`config.mk`:
```
export PLATFORM = sky130hd
export DESIGN_NAME = trajectory_metric_accumulator_flat
export DESIGN_NICKNAME = d
export VERILOG_FILES = /design/src/rtl/tma_pkg.sv /design/src/rtl/tma_in_if.sv /design/src/rtl/tma_out_if.sv /design/src/rtl/trajectory_metric_accumulator.sv /design/src/flat_wrapper.sv
export SDC_FILE = /design/constraint.sdc
export NUM_CORES = 2
export LEC_CHECK = 0
export BUFFER_PORTS_ARGS = -buffer_cell sky130_fd_sc_hd__buf_2
export CAP_MARGIN = 20
export CORE_MARGIN = 3
export CORE_UTILIZATION = 50
export DETAILED_ROUTE_END_ITERATION = 10
export PLACE_DENSITY = 0.7
export SYNTH_ARGS = -nofsm -noshare
export SYNTH_HDL_FRONTEND = slang
export SYNTH_SLANG_ARGS = --single-unit
```
`constraint.sdc`:
```
create_clock -name clk -period 8.6 [get_ports clk]
set_input_delay 0 -clock clk [delete_from_list [all_inputs] [get_ports clk]]
set_output_delay 0 -clock clk [all_outputs]
set_load 0.005 [all_outputs]
```
`src/rtl/tma_pkg.sv`:
```
// ----------------------------------------------------------------------------
// tma_pkg
// Shared types, widths and helpers for the trajectory metric accumulator.
// ----------------------------------------------------------------------------
package tma_pkg;

  // fixed point layout
  localparam int FRAC_BITS   = 16;
  localparam int DATA_W      = 32;
  localparam int TOTAL_WIDTH = 48;
  // product accumulator: sum of three 32x32 squares
  localparam int PROD_W      = 2 * DATA_W + 2;
  // serial unit step counts
  localparam int MUL_STEPS   = DATA_W + 1;
  localparam int DIV_STEPS   = DATA_W + FRAC_BITS;
  localparam int ROOT_STEPS  = (PROD_W + 2) / 2;
  localparam int CNT_W       = $clog2(DIV_STEPS + 1);
  localparam int ROOT_W      = ROOT_STEPS;
  localparam int RAD_W       = 2 * ROOT_STEPS;
  localparam int REM_W       = ROOT_W + 1;

  typedef logic [DATA_W-1:0]      data_t;
  typedef logic [TOTAL_WIDTH-1:0] total_t;
  typedef logic [PROD_W-1:0]      prod_t;

  typedef enum logic [3:0] {
    S_IDLE,
    S_SQ,
    S_ROOT,
    S_LAT,
    S_LAT_FIN,
    S_TRL,
    S_TRL_FIN,
    S_TRA,
    S_TRA_FIN,
    S_CURV,
    S_FIN
  } state_t;

  // saturating add of a wide increment into a running total
  function automatic total_t sat_add(total_t acc, prod_t inc);
    logic [TOTAL_WIDTH:0] sum;
    total_t               inc_c;
    begin
      if (|inc[PROD_W-1:TOTAL_WIDTH]) begin
        inc_c = '1;
      end else begin
        inc_c = inc[TOTAL_WIDTH-1:0];
      end
      sum = {1'b0, acc} + {1'b0, inc_c};
      if (sum[TOTAL_WIDTH]) begin
        sat_add = '1;
      end else begin
        sat_add = sum[TOTAL_WIDTH-1:0];
      end
    end
  endfunction

  // magnitude of a signed 32-bit word as unsigned
  function automatic data_t mag(data_t v);
    begin
      if (v[DATA_W-1]) begin
        mag = ~v + data_t'(1);
      end else begin
        mag = v;
      end
    end
  endfunction

endpackage

```
`src/rtl/tma_in_if.sv`:
```
// ----------------------------------------------------------------------------
// tma_in_if
// Sample channel: one odometry and IMU item per handshake.
// ----------------------------------------------------------------------------
interface tma_in_if;
  logic          valid;
  logic          ready;
  tma_pkg::data_t pos_x;
  tma_pkg::data_t pos_y;
  tma_pkg::data_t pos_z;
  tma_pkg::data_t lin_velocity;
  tma_pkg::data_t yaw_rate;
  tma_pkg::data_t fwd_accel;
  tma_pkg::data_t elapsed_time;

  modport source (
    output valid, pos_x, pos_y, pos_z, lin_velocity, yaw_rate, fwd_accel,
    elapsed_time,
    input  ready
  );
  modport sink (
    input  valid, pos_x, pos_y, pos_z, lin_velocity, yaw_rate, fwd_accel,
    elapsed_time,
    output ready
  );
endinterface

```
`src/rtl/tma_out_if.sv`:
```
// ----------------------------------------------------------------------------
// tma_out_if
// Totals channel: the four running metrics, one item per sample.
// ----------------------------------------------------------------------------
interface tma_out_if;
  logic            valid;
  logic            ready;
  tma_pkg::total_t path_length;
  tma_pkg::total_t curvature_change_total;
  tma_pkg::total_t lateral_stress_total;
  tma_pkg::total_t tangential_stress_total;

  modport source (
    output valid, path_length, curvature_change_total, lateral_stress_total,
    tangential_stress_total,
    input  ready
  );
  modport sink (
    input  valid, path_length, curvature_change_total, lateral_stress_total,
    tangential_stress_total,
    output ready
  );
endinterface

```
`src/rtl/trajectory_metric_accumulator.sv`:
```
// ----------------------------------------------------------------------------
// trajectory_metric_accumulator
// Running path length, curvature change and stress integrals per sample.
// ----------------------------------------------------------------------------
// Usage:
//   sample : sink channel, one odometry/IMU item (Q16.16 fields).
//   totals : source channel, the four saturating Q32.16 totals after
//            each sample; exactly one totals item per sample item.
// Sequencing:
//   A new sample is taken only once the totals of the last one have
//   gone to the output register. The shared bit-serial multiplier runs
//   three 33-step squares, then the 34-step square root, then the
//   lateral product and two trapezoid products (33 steps each, each
//   followed by its own finish state).
//   The 48-step divider for curvature runs alongside the squares.
//   sample.ready is high only between items.
// Reset:
//   rst (synchronous) clears the previous position, the previous
//   curvature and stress values and all four totals.
// Stall:
//   The totals item sits in an output register, so the next sample is
//   taken while it waits; the block holds its finished item before
//   the output register only if that register is still full.
// ----------------------------------------------------------------------------
module trajectory_metric_accumulator (
  input logic       clk,
  input logic       rst,
  tma_in_if.sink    sample,
  tma_out_if.source totals
);

  localparam int DW  = tma_pkg::DATA_W;
  localparam int PW  = tma_pkg::PROD_W;
  localparam int FB  = tma_pkg::FRAC_BITS;
  localparam int CW  = tma_pkg::CNT_W;
  localparam int RW  = tma_pkg::ROOT_W;
  localparam int XW  = tma_pkg::REM_W;
  localparam int AW  = tma_pkg::RAD_W;
  localparam int QW  = tma_pkg::DIV_STEPS;

  localparam logic [CW-1:0] MUL_LAST  = CW'(tma_pkg::MUL_STEPS - 1);
  localparam logic [CW-1:0] ROOT_LAST = CW'(tma_pkg::ROOT_STEPS - 1);
  localparam logic [CW-1:0] DIV_LAST  = CW'(tma_pkg::DIV_STEPS - 1);

  tma_pkg::state_t state, state_next;

  // architectural state
  tma_pkg::data_t  prev_position [3];
  tma_pkg::data_t  prev_curvature;
  tma_pkg::data_t  prev_lateral_stress;
  tma_pkg::data_t  prev_accel_magnitude;
  tma_pkg::total_t sum_path;
  tma_pkg::total_t sum_curvature;
  tma_pkg::total_t sum_lateral;
  tma_pkg::total_t sum_tangential;

  // captured item
  tma_pkg::data_t  dmag [3];
  tma_pkg::data_t  vel_m;
  tma_pkg::data_t  yaw_m;
  tma_pkg::data_t  acc_m;
  tma_pkg::data_t  t_val;
  tma_pkg::data_t  lat_now;
  logic            vel_nz;

  // serial multiplier
  tma_pkg::prod_t  prod;
  tma_pkg::prod_t  mcand;
  logic [DW:0]     mplier;
  logic [CW-1:0]   cnt;
  logic [1:0]      sq_idx;
  logic [1:0]      sq_idx_nxt;

  // serial square root
  logic [AW-1:0]   rad;
  logic [XW-1:0]   root_rem;
  logic [RW-1:0]   root;
  logic [XW+1:0]   root_sh;
  logic [XW+1:0]   root_trial;
  logic            root_ge;

  // serial divider
  logic [QW-1:0]   dvd;
  tma_pkg::data_t  div_rem;
  logic [DW:0]     div_sh;
  logic            div_ge;
  logic            div_busy;
  logic [CW-1:0]   div_cnt;

  // output register
  logic            out_valid;
  tma_pkg::total_t out_path;
  tma_pkg::total_t out_curv;
  tma_pkg::total_t out_lat;
  tma_pkg::total_t out_tan;

  // control outputs
  logic            accept;
  logic            mul_run;
  logic            cnt_last;
  logic            out_load;

  // combinational helpers
  tma_pkg::data_t  lat_val;
  tma_pkg::data_t  curv_val;
  tma_pkg::data_t  curv_diff;
  logic [DW:0]     d_full [3];

  // next state
  always_comb begin
    state_next = state;
    unique case (state)
      tma_pkg::S_IDLE:    if (sample.valid) state_next = tma_pkg::S_SQ;
      tma_pkg::S_SQ:      if (cnt_last && sq_idx == 2'd2) state_next = tma_pkg::S_ROOT;
      tma_pkg::S_ROOT:    if (cnt_last) state_next = tma_pkg::S_LAT;
      tma_pkg::S_LAT:     if (cnt_last) state_next = tma_pkg::S_LAT_FIN;
      tma_pkg::S_LAT_FIN: state_next = tma_pkg::S_TRL;
      tma_pkg::S_TRL:     if (cnt_last) state_next = tma_pkg::S_TRL_FIN;
      tma_pkg::S_TRL_FIN: state_next = tma_pkg::S_TRA;
      tma_pkg::S_TRA:     if (cnt_last) state_next = tma_pkg::S_TRA_FIN;
      tma_pkg::S_TRA_FIN: state_next = tma_pkg::S_CURV;
      tma_pkg::S_CURV:    if (!div_busy) state_next = tma_pkg::S_FIN;
      tma_pkg::S_FIN:     if (!out_valid || totals.ready) state_next = tma_pkg::S_IDLE;
      default:            state_next = tma_pkg::S_IDLE;
    endcase
  end

  // control outputs
  always_comb begin
    sample.ready = 1'b0;
    mul_run      = 1'b0;
    cnt_last     = 1'b0;
    out_load     = 1'b0;
    unique case (state)
      tma_pkg::S_IDLE: sample.ready = 1'b1;
      tma_pkg::S_SQ, tma_pkg::S_LAT, tma_pkg::S_TRL, tma_pkg::S_TRA: begin
        mul_run  = 1'b1;
        cnt_last = (cnt == MUL_LAST);
      end
      tma_pkg::S_ROOT: cnt_last = (cnt == ROOT_LAST);
      tma_pkg::S_FIN:  out_load = !out_valid || totals.ready;
      default: ;
    endcase
  end

  assign accept = sample.valid && sample.ready;

  // position differences at acceptance
  always_comb begin
    d_full[0] = {sample.pos_x[DW-1], sample.pos_x} -
                {prev_position[0][DW-1], prev_position[0]};
    d_full[1] = {sample.pos_y[DW-1], sample.pos_y} -
                {prev_position[1][DW-1], prev_position[1]};
    d_full[2] = {sample.pos_z[DW-1], sample.pos_z} -
                {prev_position[2][DW-1], prev_position[2]};
  end

  assign sq_idx_nxt = sq_idx + 2'd1;

  // root step
  assign root_sh    = {root_rem, rad[AW-1 -: 2]};
  assign root_trial = {1'b0, root, 2'b01};
  assign root_ge    = (root_sh >= root_trial);

  // divider step
  assign div_sh = {div_rem, dvd[QW-1]};
  assign div_ge = (div_sh >= {1'b0, vel_m});

  // lateral stress from the finished product, saturated
  assign lat_val = (|prod[PW-1:FB+DW]) ? '1 : prod[FB +: DW];

  // curvature from the quotient, saturated
  assign curv_val  = (|dvd[QW-1:DW]) ? '1 : dvd[DW-1:0];
  assign curv_diff = (curv_val >= prev_curvature) ? curv_val - prev_curvature
                                                  : prev_curvature - curv_val;

  // state register
  always_ff @(posedge clk) begin
    if (rst) begin
      state <= tma_pkg::S_IDLE;
    end else begin
      state <= state_next;
    end
  end

  // multiplier and sequencer datapath
  always_ff @(posedge clk) begin
    if (mul_run) begin
      if (mplier[0]) prod <= prod + mcand;
      mcand  <= {mcand[PW-2:0], 1'b0};
      mplier <= {1'b0, mplier[DW:1]};
    end
    if (mul_run || state == tma_pkg::S_ROOT) begin
      cnt <= cnt_last ? '0 : cnt + CW'(1);
    end

    // capture item and start the first square
    if (accept) begin
      dmag[0] <= d_full[0][DW] ? DW'(-d_full[0]) : d_full[0][DW-1:0];
      dmag[1] <= d_full[1][DW] ? DW'(-d_full[1]) : d_full[1][DW-1:0];
      dmag[2] <= d_full[2][DW] ? DW'(-d_full[2]) : d_full[2][DW-1:0];
      vel_m   <= tma_pkg::mag(sample.lin_velocity);
      yaw_m   <= tma_pkg::mag(sample.yaw_rate);
      acc_m   <= tma_pkg::mag(sample.fwd_accel);
      t_val   <= sample.elapsed_time;
      vel_nz  <= |sample.lin_velocity;
      prod    <= '0;
      mcand   <= PW'(d_full[0][DW] ? DW'(-d_full[0]) : d_full[0][DW-1:0]);
      mplier  <= {1'b0, (d_full[0][DW] ? DW'(-d_full[0]) : d_full[0][DW-1:0])};
      cnt     <= '0;
      sq_idx  <= 2'd0;
    end

    // next square, or hand the sum to the root
    if (state == tma_pkg::S_SQ && cnt_last) begin
      if (sq_idx == 2'd2) begin
        rad      <= {{(AW-PW){1'b0}}, prod + (mplier[0] ? mcand : '0)};
        root_rem <= '0;
        root     <= '0;
      end else begin
        sq_idx <= sq_idx_nxt;
        mcand  <= PW'(dmag[sq_idx_nxt]);
        mplier <= {1'b0, dmag[sq_idx_nxt]};
      end
    end

    if (state == tma_pkg::S_ROOT) begin
      rad      <= {rad[AW-3:0], 2'b00};
      root_rem <= root_ge ? XW'(root_sh - root_trial) : XW'(root_sh);
      root     <= {root[RW-2:0], root_ge};
      if (cnt_last) begin
        prod   <= '0;
        mcand  <= PW'(yaw_m);
        mplier <= {1'b0, vel_m};
      end
    end

    // lateral product done: start its trapezoid
    if (state == tma_pkg::S_LAT_FIN) begin
      lat_now <= lat_val;
      prod    <= '0;
      mcand   <= PW'({1'b0, lat_val} + {1'b0, prev_lateral_stress});
      mplier  <= {1'b0, t_val};
      cnt     <= '0;
    end

    // acceleration trapezoid
    if (state == tma_pkg::S_TRL_FIN) begin
      prod   <= '0;
      mcand  <= PW'({1'b0, acc_m} + {1'b0, prev_accel_magnitude});
      mplier <= {1'b0, t_val};
      cnt    <= '0;
    end
  end

  // divider: runs alongside the squares
  always_ff @(posedge clk) begin
    if (rst) begin
      div_busy <= 1'b0;
    end else if (accept) begin
      div_busy <= |sample.lin_velocity;
    end else if (div_busy && div_cnt == DIV_LAST) begin
      div_busy <= 1'b0;
    end
    if (accept) begin
      dvd     <= {tma_pkg::mag(sample.yaw_rate), {FB{1'b0}}};
      div_rem <= '0;
      div_cnt <= '0;
    end else if (div_busy) begin
      div_rem <= div_ge ? DW'(div_sh - {1'b0, vel_m}) : div_sh[DW-1:0];
      dvd     <= {dvd[QW-2:0], div_ge};
      div_cnt <= div_cnt + CW'(1);
    end
  end

  // architectural state updates
  always_ff @(posedge clk) begin
    if (rst) begin
      prev_position[0]     <= '0;
      prev_position[1]     <= '0;
      prev_position[2]     <= '0;
      prev_curvature       <= '0;
      prev_lateral_stress  <= '0;
      prev_accel_magnitude <= '0;
      sum_path             <= '0;
      sum_curvature        <= '0;
      sum_lateral          <= '0;
      sum_tangential       <= '0;
    end else begin
      if (accept) begin
        prev_position[0] <= sample.pos_x;
        prev_position[1] <= sample.pos_y;
        prev_position[2] <= sample.pos_z;
      end
      if (state == tma_pkg::S_LAT && cnt == '0) begin
        sum_path <= tma_pkg::sat_add(sum_path, PW'(root));
      end
      if (state == tma_pkg::S_TRL_FIN) begin
        sum_lateral         <= tma_pkg::sat_add(sum_lateral, prod >> (FB + 1));
        prev_lateral_stress <= lat_now;
      end
      if (state == tma_pkg::S_TRA_FIN) begin
        sum_tangential       <= tma_pkg::sat_add(sum_tangential, prod >> (FB + 1));
        prev_accel_magnitude <= acc_m;
      end
      if (state == tma_pkg::S_CURV && !div_busy && vel_nz) begin
        sum_curvature  <= tma_pkg::sat_add(sum_curvature, PW'(curv_diff));
        prev_curvature <= curv_val;
      end
    end
  end

  // output register
  always_ff @(posedge clk) begin
    if (rst) begin
      out_valid <= 1'b0;
    end else if (out_load) begin
      out_valid <= 1'b1;
    end else if (totals.ready) begin
      out_valid <= 1'b0;
    end
    if (out_load) begin
      out_path <= sum_path;
      out_curv <= sum_curvature;
      out_lat  <= sum_lateral;
      out_tan  <= sum_tangential;
    end
  end

  assign totals.valid                   = out_valid;
  assign totals.path_length             = out_path;
  assign totals.curvature_change_total  = out_curv;
  assign totals.lateral_stress_total    = out_lat;
  assign totals.tangential_stress_total = out_tan;

  // checks
  a_path_monotonic: assert property (@(posedge clk) disable iff (rst)
    !$past(rst) |-> sum_path >= $past(sum_path))
    else $error("path length decreased");

  a_accept_starts: assert property (@(posedge clk) disable iff (rst)
    accept |=> state == tma_pkg::S_SQ)
    else $error("accepted item did not start the squares");

  a_out_from_fin: assert property (@(posedge clk) disable iff (rst)
    $rose(out_valid) |-> $past(state) == tma_pkg::S_FIN)
    else $error("totals item raised outside the finish state");

  a_div_done: assert property (@(posedge clk) disable iff (rst)
    state == tma_pkg::S_FIN |-> !div_busy)
    else $error("divider still busy at finish");

endmodule

```
`src/flat_wrapper.sv`:
```
// flat-port wrapper written by rule: the top's interface ports become plain ports
module trajectory_metric_accumulator_flat 
  (clk, rst, sample_valid, sample_pos_x, sample_pos_y, sample_pos_z, sample_lin_velocity, sample_yaw_rate, sample_fwd_accel, sample_elapsed_time, sample_ready, totals_valid, totals_path_length, totals_curvature_change_total, totals_lateral_stress_total, totals_tangential_stress_total, totals_ready);
  tma_in_if sample_i ();
  tma_out_if totals_i ();
  input logic clk;
  input logic rst;
  input wire logic [$bits(sample_i.valid)-1:0] sample_valid;
  input wire logic [$bits(sample_i.pos_x)-1:0] sample_pos_x;
  input wire logic [$bits(sample_i.pos_y)-1:0] sample_pos_y;
  input wire logic [$bits(sample_i.pos_z)-1:0] sample_pos_z;
  input wire logic [$bits(sample_i.lin_velocity)-1:0] sample_lin_velocity;
  input wire logic [$bits(sample_i.yaw_rate)-1:0] sample_yaw_rate;
  input wire logic [$bits(sample_i.fwd_accel)-1:0] sample_fwd_accel;
  input wire logic [$bits(sample_i.elapsed_time)-1:0] sample_elapsed_time;
  output wire logic [$bits(sample_i.ready)-1:0] sample_ready;
  output wire logic [$bits(totals_i.valid)-1:0] totals_valid;
  output wire logic [$bits(totals_i.path_length)-1:0] totals_path_length;
  output wire logic [$bits(totals_i.curvature_change_total)-1:0] totals_curvature_change_total;
  output wire logic [$bits(totals_i.lateral_stress_total)-1:0] totals_lateral_stress_total;
  output wire logic [$bits(totals_i.tangential_stress_total)-1:0] totals_tangential_stress_total;
  input wire logic [$bits(totals_i.ready)-1:0] totals_ready;
  assign sample_i.valid = sample_valid;
  assign sample_i.pos_x = sample_pos_x;
  assign sample_i.pos_y = sample_pos_y;
  assign sample_i.pos_z = sample_pos_z;
  assign sample_i.lin_velocity = sample_lin_velocity;
  assign sample_i.yaw_rate = sample_yaw_rate;
  assign sample_i.fwd_accel = sample_fwd_accel;
  assign sample_i.elapsed_time = sample_elapsed_time;
  assign sample_ready = sample_i.ready;
  assign totals_valid = totals_i.valid;
  assign totals_path_length = totals_i.path_length;
  assign totals_curvature_change_total = totals_i.curvature_change_total;
  assign totals_lateral_stress_total = totals_i.lateral_stress_total;
  assign totals_tangential_stress_total = totals_i.tangential_stress_total;
  assign totals_i.ready = totals_ready;
  trajectory_metric_accumulator u_core (.clk(clk), .rst(rst), .sample(sample_i), .totals(totals_i));
endmodule
```
== Yosys cells after proc, flatten, opt, wreduce, memory -nomap -nowiden ==
Memories as Yosys holds them, arrays and structs flattened.
Index checks and enable logic that the tools add are counted.

* Register bits after elaboration: 1043
* Bits in writable memories: 192
* Input port bits: 228
* Output and inout port bits: 194
* Word-level logic and storage cells: 208
* Memories: 2

* Add/subtract/negate cells: 24
* $lt $le $gt $ge: 3
* Eq/ne operators: 22
* Multiplexer cells: 88
* Bitwise logic cells: 6
* Reduce and logical (&&, ||, !) cells: 27

{| class="wikitable"
|+ Memory list
! memory !! words !! width !! rd ports !! clocked after memory_dff !! wr ports !! line !! RTL
|-
| u_core.dmag || 3 || 32 || 1 || 0 || 3 || trajectory_metric_accumulator.sv:58 || <nowiki>tma_pkg::data_t dmag [3];</nowiki>
|-
| u_core.prev_position || 3 || 32 || 3 || 0 || 3 || trajectory_metric_accumulator.sv:48 || <nowiki>tma_pkg::data_t prev_position [3];</nowiki>
|}

{| class="wikitable"
|+ Operators by type and width
! operator !! count
|-
| $mux 66 || 14
|-
| $mux 48 || 15
|-
| $mux 32 || 14
|-
| $mux 68 || 3
|-
| $mux 33 || 6
|-
| $add 48x48->49 || 4
|-
| $mux 35 || 4
|-
| $add 66x66->66 || 2
|-
| $mux 34 || 3
|-
| $sub 32x32->33 || 3
|-
| $add 32x1->32 const B || 3
|-
| $neg 32->32 || 3
|-
| $not 32->32 || 3
|-
| $sub 32x32->32 || 3
|-
| $add 32x32->33 || 2
|-
| $mux 31 || 2
|-
| $pmux 4 s11 || 1
|-
| $ge 37x36->1 || 1
|-
| $sub 35x35->35 || 1
|-
| $ge 33x32->1 || 1
|-
| $ge 32x32->1 || 1
|-
| $mux 4 || 8
|-
| $reduce_or 32->1 || 1
|-
| $eq 6x6->1 const B || 3
|-
| 27 further kinds || 69
|}

== Depth between registers and ports, before layout ==
* Depth after elaboration: 11
* Depth in mapped cells: 34
* Gate-level depth less buffers: 28

== Least setup slack after synthesis ==
Ideal clock, no wire load.

* Path kind: register -> register
* From: reg u_core.state[0]
* To: reg u_core.acc_m[0] (enable)
* Setup time: 0.676 ns
* Arrival: 7.892 ns
* Data required time: 7.924 ns
* Path slack: 0.031 ns
* Stages on the path, launching flop included: 10
* Buffers on the path: 4
* Period minus slack after synthesis: 8.569 ns
* Cells stage by stage: dfxtp_1 > clkbuf_1 > nor2_1 > nand2_1 > inv_1 > nand2_1 > clkinv_1 > clkbuf_1 > clkbuf_1 > buf_1

* Longest elaborated chain between the ends: 3

{| class="wikitable"
|+ Ends and longest elaborated chain
! element !! line !! RTL
|-
| start: declaration || trajectory_metric_accumulator.sv:45 || <nowiki>tma_pkg::state_t state, state_next;</nowiki>
|-
| start signal: assignment || trajectory_metric_accumulator.sv:180 || <nowiki>state <= tma_pkg::S_IDLE;</nowiki>
|-
| start signal: assignment || trajectory_metric_accumulator.sv:182 || <nowiki>state <= state_next;</nowiki>
|-
| $logic_not 4->1 || trajectory_metric_accumulator.sv:134 || <nowiki>unique case (state)</nowiki>
|-
| $mux 1 || trajectory_metric_accumulator.sv:134 ||
|-
| net sample_ready || flat_wrapper.sv:16 || <nowiki>output wire logic [$bits(sample_i.ready)-1:0] sample_ready;</nowiki>
|-
| $logic_and 1x1->1 || trajectory_metric_accumulator.sv:146 || <nowiki>assign accept = sample.valid && sample.ready;</nowiki>
|-
| net u_core.accept || trajectory_metric_accumulator.sv:98 || <nowiki>logic accept;</nowiki>
|-
| end signal: assignment || trajectory_metric_accumulator.sv:204 || <nowiki>acc_m <= tma_pkg::mag(sample.fwd_accel);</nowiki>
|-
| end: declaration || trajectory_metric_accumulator.sv:61 || <nowiki>tma_pkg::data_t acc_m;</nowiki>
|}

The timed path passes the listed nets, and every way through them passes these cells.
A chain may end at the register's enable or synchronous reset.

== Final worst setup path ==
* From: reg u_core.dvd[47]
* To: reg u_core.sum_curvature[46]

* Longest elaborated chain between the ends: 8
* Elaborated cells between the ends (all ways): 10
* Those cells by class: 3 x add/sub; 1 x order compare; 5 x mux; 1 x reduce/logical

{| class="wikitable"
|+ Ends and longest elaborated chain
! element !! line !! RTL
|-
| start: declaration || trajectory_metric_accumulator.sv:83 || <nowiki>logic [QW-1:0] dvd;</nowiki>
|-
| start signal: assignment || trajectory_metric_accumulator.sv:266 || <nowiki>dvd <= {tma_pkg::mag(sample.yaw_rate), {FB{1'b0}}};</nowiki>
|-
| start signal: assignment || trajectory_metric_accumulator.sv:271 || <nowiki>dvd <= {dvd[QW-2:0], div_ge};</nowiki>
|-
| $reduce_or 16->1 (*) || trajectory_metric_accumulator.sv:173 || <nowiki>assign curv_val = (|dvd[QW-1:DW]) ? '1 : dvd[DW-1:0];</nowiki>
|-
| $mux 32 (*) || trajectory_metric_accumulator.sv:173 ||
|-
| net u_core.curv_val[19] || trajectory_metric_accumulator.sv:105 || <nowiki>tma_pkg::data_t curv_val;</nowiki>
|-
| $sub 32x32->32, or another cell as far along || trajectory_metric_accumulator.sv:175 || <nowiki>: prev_curvature - curv_val;</nowiki>
|-
| $mux 32 (*) || trajectory_metric_accumulator.sv:174 || <nowiki>assign curv_diff = (curv_val >= prev_curvature) ? curv_val - prev_curvature</nowiki>
|-
| $mux 48 (*) || trajectory_metric_accumulator.sv:306 || <nowiki>if (state == tma_pkg::S_CURV && !div_busy && vel_nz) begin</nowiki>
|-
| $mux 48 (*) || trajectory_metric_accumulator.sv:278 || <nowiki>if (rst) begin</nowiki>
|-
| $add 48x48->49 (*) || tma_pkg.sv:50 || <nowiki>sum = {1'b0, acc} + {1'b0, inc_c};</nowiki>
|-
| $mux 48 (*) || tma_pkg.sv:51 || <nowiki>if (sum[TOTAL_WIDTH]) begin</nowiki>
|-
| end signal: assignment || trajectory_metric_accumulator.sv:307 || <nowiki>sum_curvature <= tma_pkg::sat_add(sum_curvature, PW'(curv_diff));</nowiki>
|-
| end: declaration || trajectory_metric_accumulator.sv:53 || <nowiki>tma_pkg::total_t sum_curvature;</nowiki>
|}

The timed path passes the listed nets; every way through them passes the cells marked *. The select of a mux whose other input is x is not followed.

==> summary.md <==
| Metric | Value |
|---|---|
| Post-DP HPWL | `180000 microns` |
| Global-route wire length before repair | `373000 microns` |
| Post-Place Cells | `11125` |
| Via Count | `69505` |
| Site row count | `146` |
| Sw Ratio | `38.8%` |
| Root Buffer Master | `clkbuf_16` |
| Count leader, synth | `nand2_1` |
| Endpoint class of the critical path | `register` |
| P_leak | `0.0382 uW` |
| Setup TNS | `0 ns` |
| Fraction of layout cells with a size suffix above 1 | `9.20%` |
| Slew Limit Fails | `0` |
| Clock power frac | `25.0%` |
| Total track usage | `28.4%` |
| Worst Slack Setup Final | `0.566 ns` |
| Die Area | `0.165 sq mm` |
| Slew margin rel. | `27.3%` |
| Post-DRT Antenna Nets | `0` |
| Largest cells by area after synthesis | `edfxtp_1 (27%), dfxtp_1 (13%), ha_1 (9.3%)` |
| Share of the synthesized area in the top cell type | `26.7%` |
| Crit path time final | `8.03 ns` |
| Number of antenna violations at the first check in global routing | `7` |
| Layout Cells excl Fill | `11734` |
| Gate power share | `40.0%` |
| Synth-to-layout area growth | `15.1%` |
| FFs w/ async S/R, synth | `0%` |
| Final period utilization | `93.4%` |
| Unrepaired setup endpoints after global routing | `false` |
| Routability cong. | `0.953` |
| Crit-path max cell delay | `0.46 ns` |
| #FFs+latches synth | `1235` |
| Flop pwr share | `34.9%` |
| Worst vdd ir | `246 uV` |
| Worst-Skew Late Latency | `0.79 ns` |
| Synthesized net count | `9796` |
| Startpoint Class | `register` |
| Die width | `406 microns` |
| Hold Path Class | `in2reg` |
| Drt drc | `0` |
| Post-synth EDFFs | `712` |
| Status | `complete, no violations` |
| Worst Path Max Fanout | `32` |
| Layout Utilization | `58.1%` |
| Overall Power | `24900 uW` |
| TritonCTS clock tree | `yes` |
| Commonest cells in the netlist | `nand2_1 (960), a21oi_1 (780), edfxtp_1 (712)` |
| Routed WL | `241000 microns` |
| Htree depth | `4` |
| Int Power | `15200 uW` |
| Main synth FF type | `edfxtp_1` |
| Mapped Area | `0.0802 sq mm` |
| Synth area leader | `edfxtp_1` |
| Slew @ Worst Pin | `1.08 ns` |
| Pre-CTS setup slack | `0.369 ns` |
| Die height | `406 microns` |
| Number of fill cells in the layout | `13656` |
| Unique masters post-synth | `96` |
| Setup Viol. Count Final | `0` |
| Max Clock Freq | `124 MHz` |
| CP arrival | `8.71 ns` |
| Mapped Cells | `8957` |
| Most common cell on crit path | `o21ai_0` |
| # IOs | `422` |
| First DRT Iteration DRCs | `5776` |
| Maximum number of pins on one net before global-route repair | `189` |
| Clk_skew | `0.0455 ns` |
| Max clock buf depth | `3` |
| Synthesis warning total | `0` |
| Total iterations of the first detailed-routing run | `6` |
| CP max stage cell | `o31ai_4` |
| CP Data Required Time | `9.27 ns` |
| Net Switching | `9650 uW` |
| WL/cell | `20.6 microns` |
| PD cells | `270 mW/mm^2` |
| CP Class | `reg2reg` |
| PortBufs | `421` |
| Syn_area_per_cell | `8.95 sq um` |
| Post-layout net count | `10378` |
| Total CTS buffers | `144` |
| Initial core utilization | `50.5%` |
| Gr ovfl total | `0` |
| Maxcap violations | `0` |
| CTS Sinks | `1235` |
| Post-synthesis sequential area ratio | `39.7%` |
| Vias in the first global route | `66596` |
| Endpoints failing hold | `0` |
| Core box area | `0.159 sq mm` |
| CTS clk-pin slew, worst paths | `0.06 ns` |
| Vias per inst | `5.92` |
## registers in the layout, summed over array words and instances, names as in the netlist, 33 cells and up
| signal | cells |
|---|---|
| u_core.mcand | 66 |
| u_core.totals.path_length | 48 |
| u_core.totals.tangential_stress_total | 48 |
| u_core.prev_position | 96 |
| u_core.sum_tangential | 48 |
| u_core.dvd | 48 |
| u_core.sum_curvature | 48 |
| u_core.sum_lateral | 48 |
| u_core.root | 34 |
| u_core.sum_path | 48 |
| u_core.mplier | 33 |
| u_core.totals.lateral_stress_total | 48 |
| u_core.rad | 68 |
| u_core.root_rem | 35 |
| u_core.prod | 66 |
| u_core.totals.curvature_change_total | 48 |
| u_core.dmag | 96 |
## cell usage in the layout, fill, tap and decap left out, types with 244 or more instances in the layout
cell             n
buf_2          420
nand2_1        955
inv_1          447
edfxtp_1       712
xnor2_1        396
dfxtp_1        521
o21ai_0        550
ha_1           597
nor2_1         680
dlygate4sd3_1  337
xor2_1         245
a21oi_1        780
a21o_1         332
a211oi_1       244
## cells by family after synthesis
group | share of synthesized area [%]
flops | 39.7
fa+ha+maj | 9.67
buf+inv | 3.95
compound gates | 21.3
simple gates | 16.8
mux | 1.53
xor+xnor | 7.02
## worst paths after layout
check | from | endpoint | slack (ns) | cells past startpoint
worst max-delay path | u_core.dvd[47]$_DFFE_PP_ | u_core.sum_curvature[46]$_SDFFE_PP0P_ | 0.57 | 28
worst min-delay path | sample_elapsed_time[26] | u_core.t_val[26]$_DFFE_PP_ | 0.04 | 2
worst max register to register | u_core.dvd[47]$_DFFE_PP_ | u_core.sum_curvature[46]$_SDFFE_PP0P_ | 0.57 | 28
worst min register to register | u_core.sum_lateral[3]$_SDFFE_PP0P_ | u_core.totals.lateral_stress_total[3]$_DFFE_PP_ | 0.45 | 0
## power groups by stage
stage	clock network, uW	logic, uW	registers [uW]
floorplan	0	7180	8400
global placement	0	9400	8750
detailed placement	0	9580	8780
CTS	6340	9790	8670
global route	6570	10900	8770
finish	6230	9950	8690
## critical path, delay by kind of cell, from the launching register on
kind                     cells  cell delay, ns
AO/OA/AOI/OAI               16            4.24
XOR/XNOR                     1            0.37
adder cells (fa/ha/maj)      2            0.84
buffers and inverters        3            0.73
flip-flops                   1            0.42
AND/OR/NAND/NOR              6            1.30
## timing repair
action                     4_1_cts  5_1_grt
setup endpoints to repair        0       41
hold buffers                   337        0
gates resized for setup          0        3
buffers inserted                 0        2
hold endpoints to repair       345        0
## routing by layer
| metal | GRT usage [%] | part of all wire [%] |
|---|---|---|
| met2 | 47.2 | 47 |
| met4 | 13.7 | 5.3 |
| met1 | 36.0 | 42 |
| met3 | 4.43 | 6.4 |
| met5 | 0 | 0.0054 |
## layout make-up
type / count / area (sq um) / area share, %
inverter: 448 / 1690 / 1.83
timing repair buffer: 827 / 6020 / 6.53
clock inverter: 67 / 743 / 0.806
antenna: 5 / 12.5 / 0.0136
clock buffer: 197 / 4030 / 4.37
multi-input combinational: 6883 / 45300 / 49.1
tap: 2072 / 2590 / 2.81
sequential: 1235 / 31900 / 34.5
## through the flow
step | instance area (sq um) | hold slack [ns]
finish | 92300 | 0.0438
global route | 92200 | 0.0245
CTS | 92200 | 0.000707
detailed placement | 84100 | 0.193
global placement | 84000 | 0.207
floorplan | 80200 | 0.0989
No activity file was read; power rests on OpenSTA's default activity.
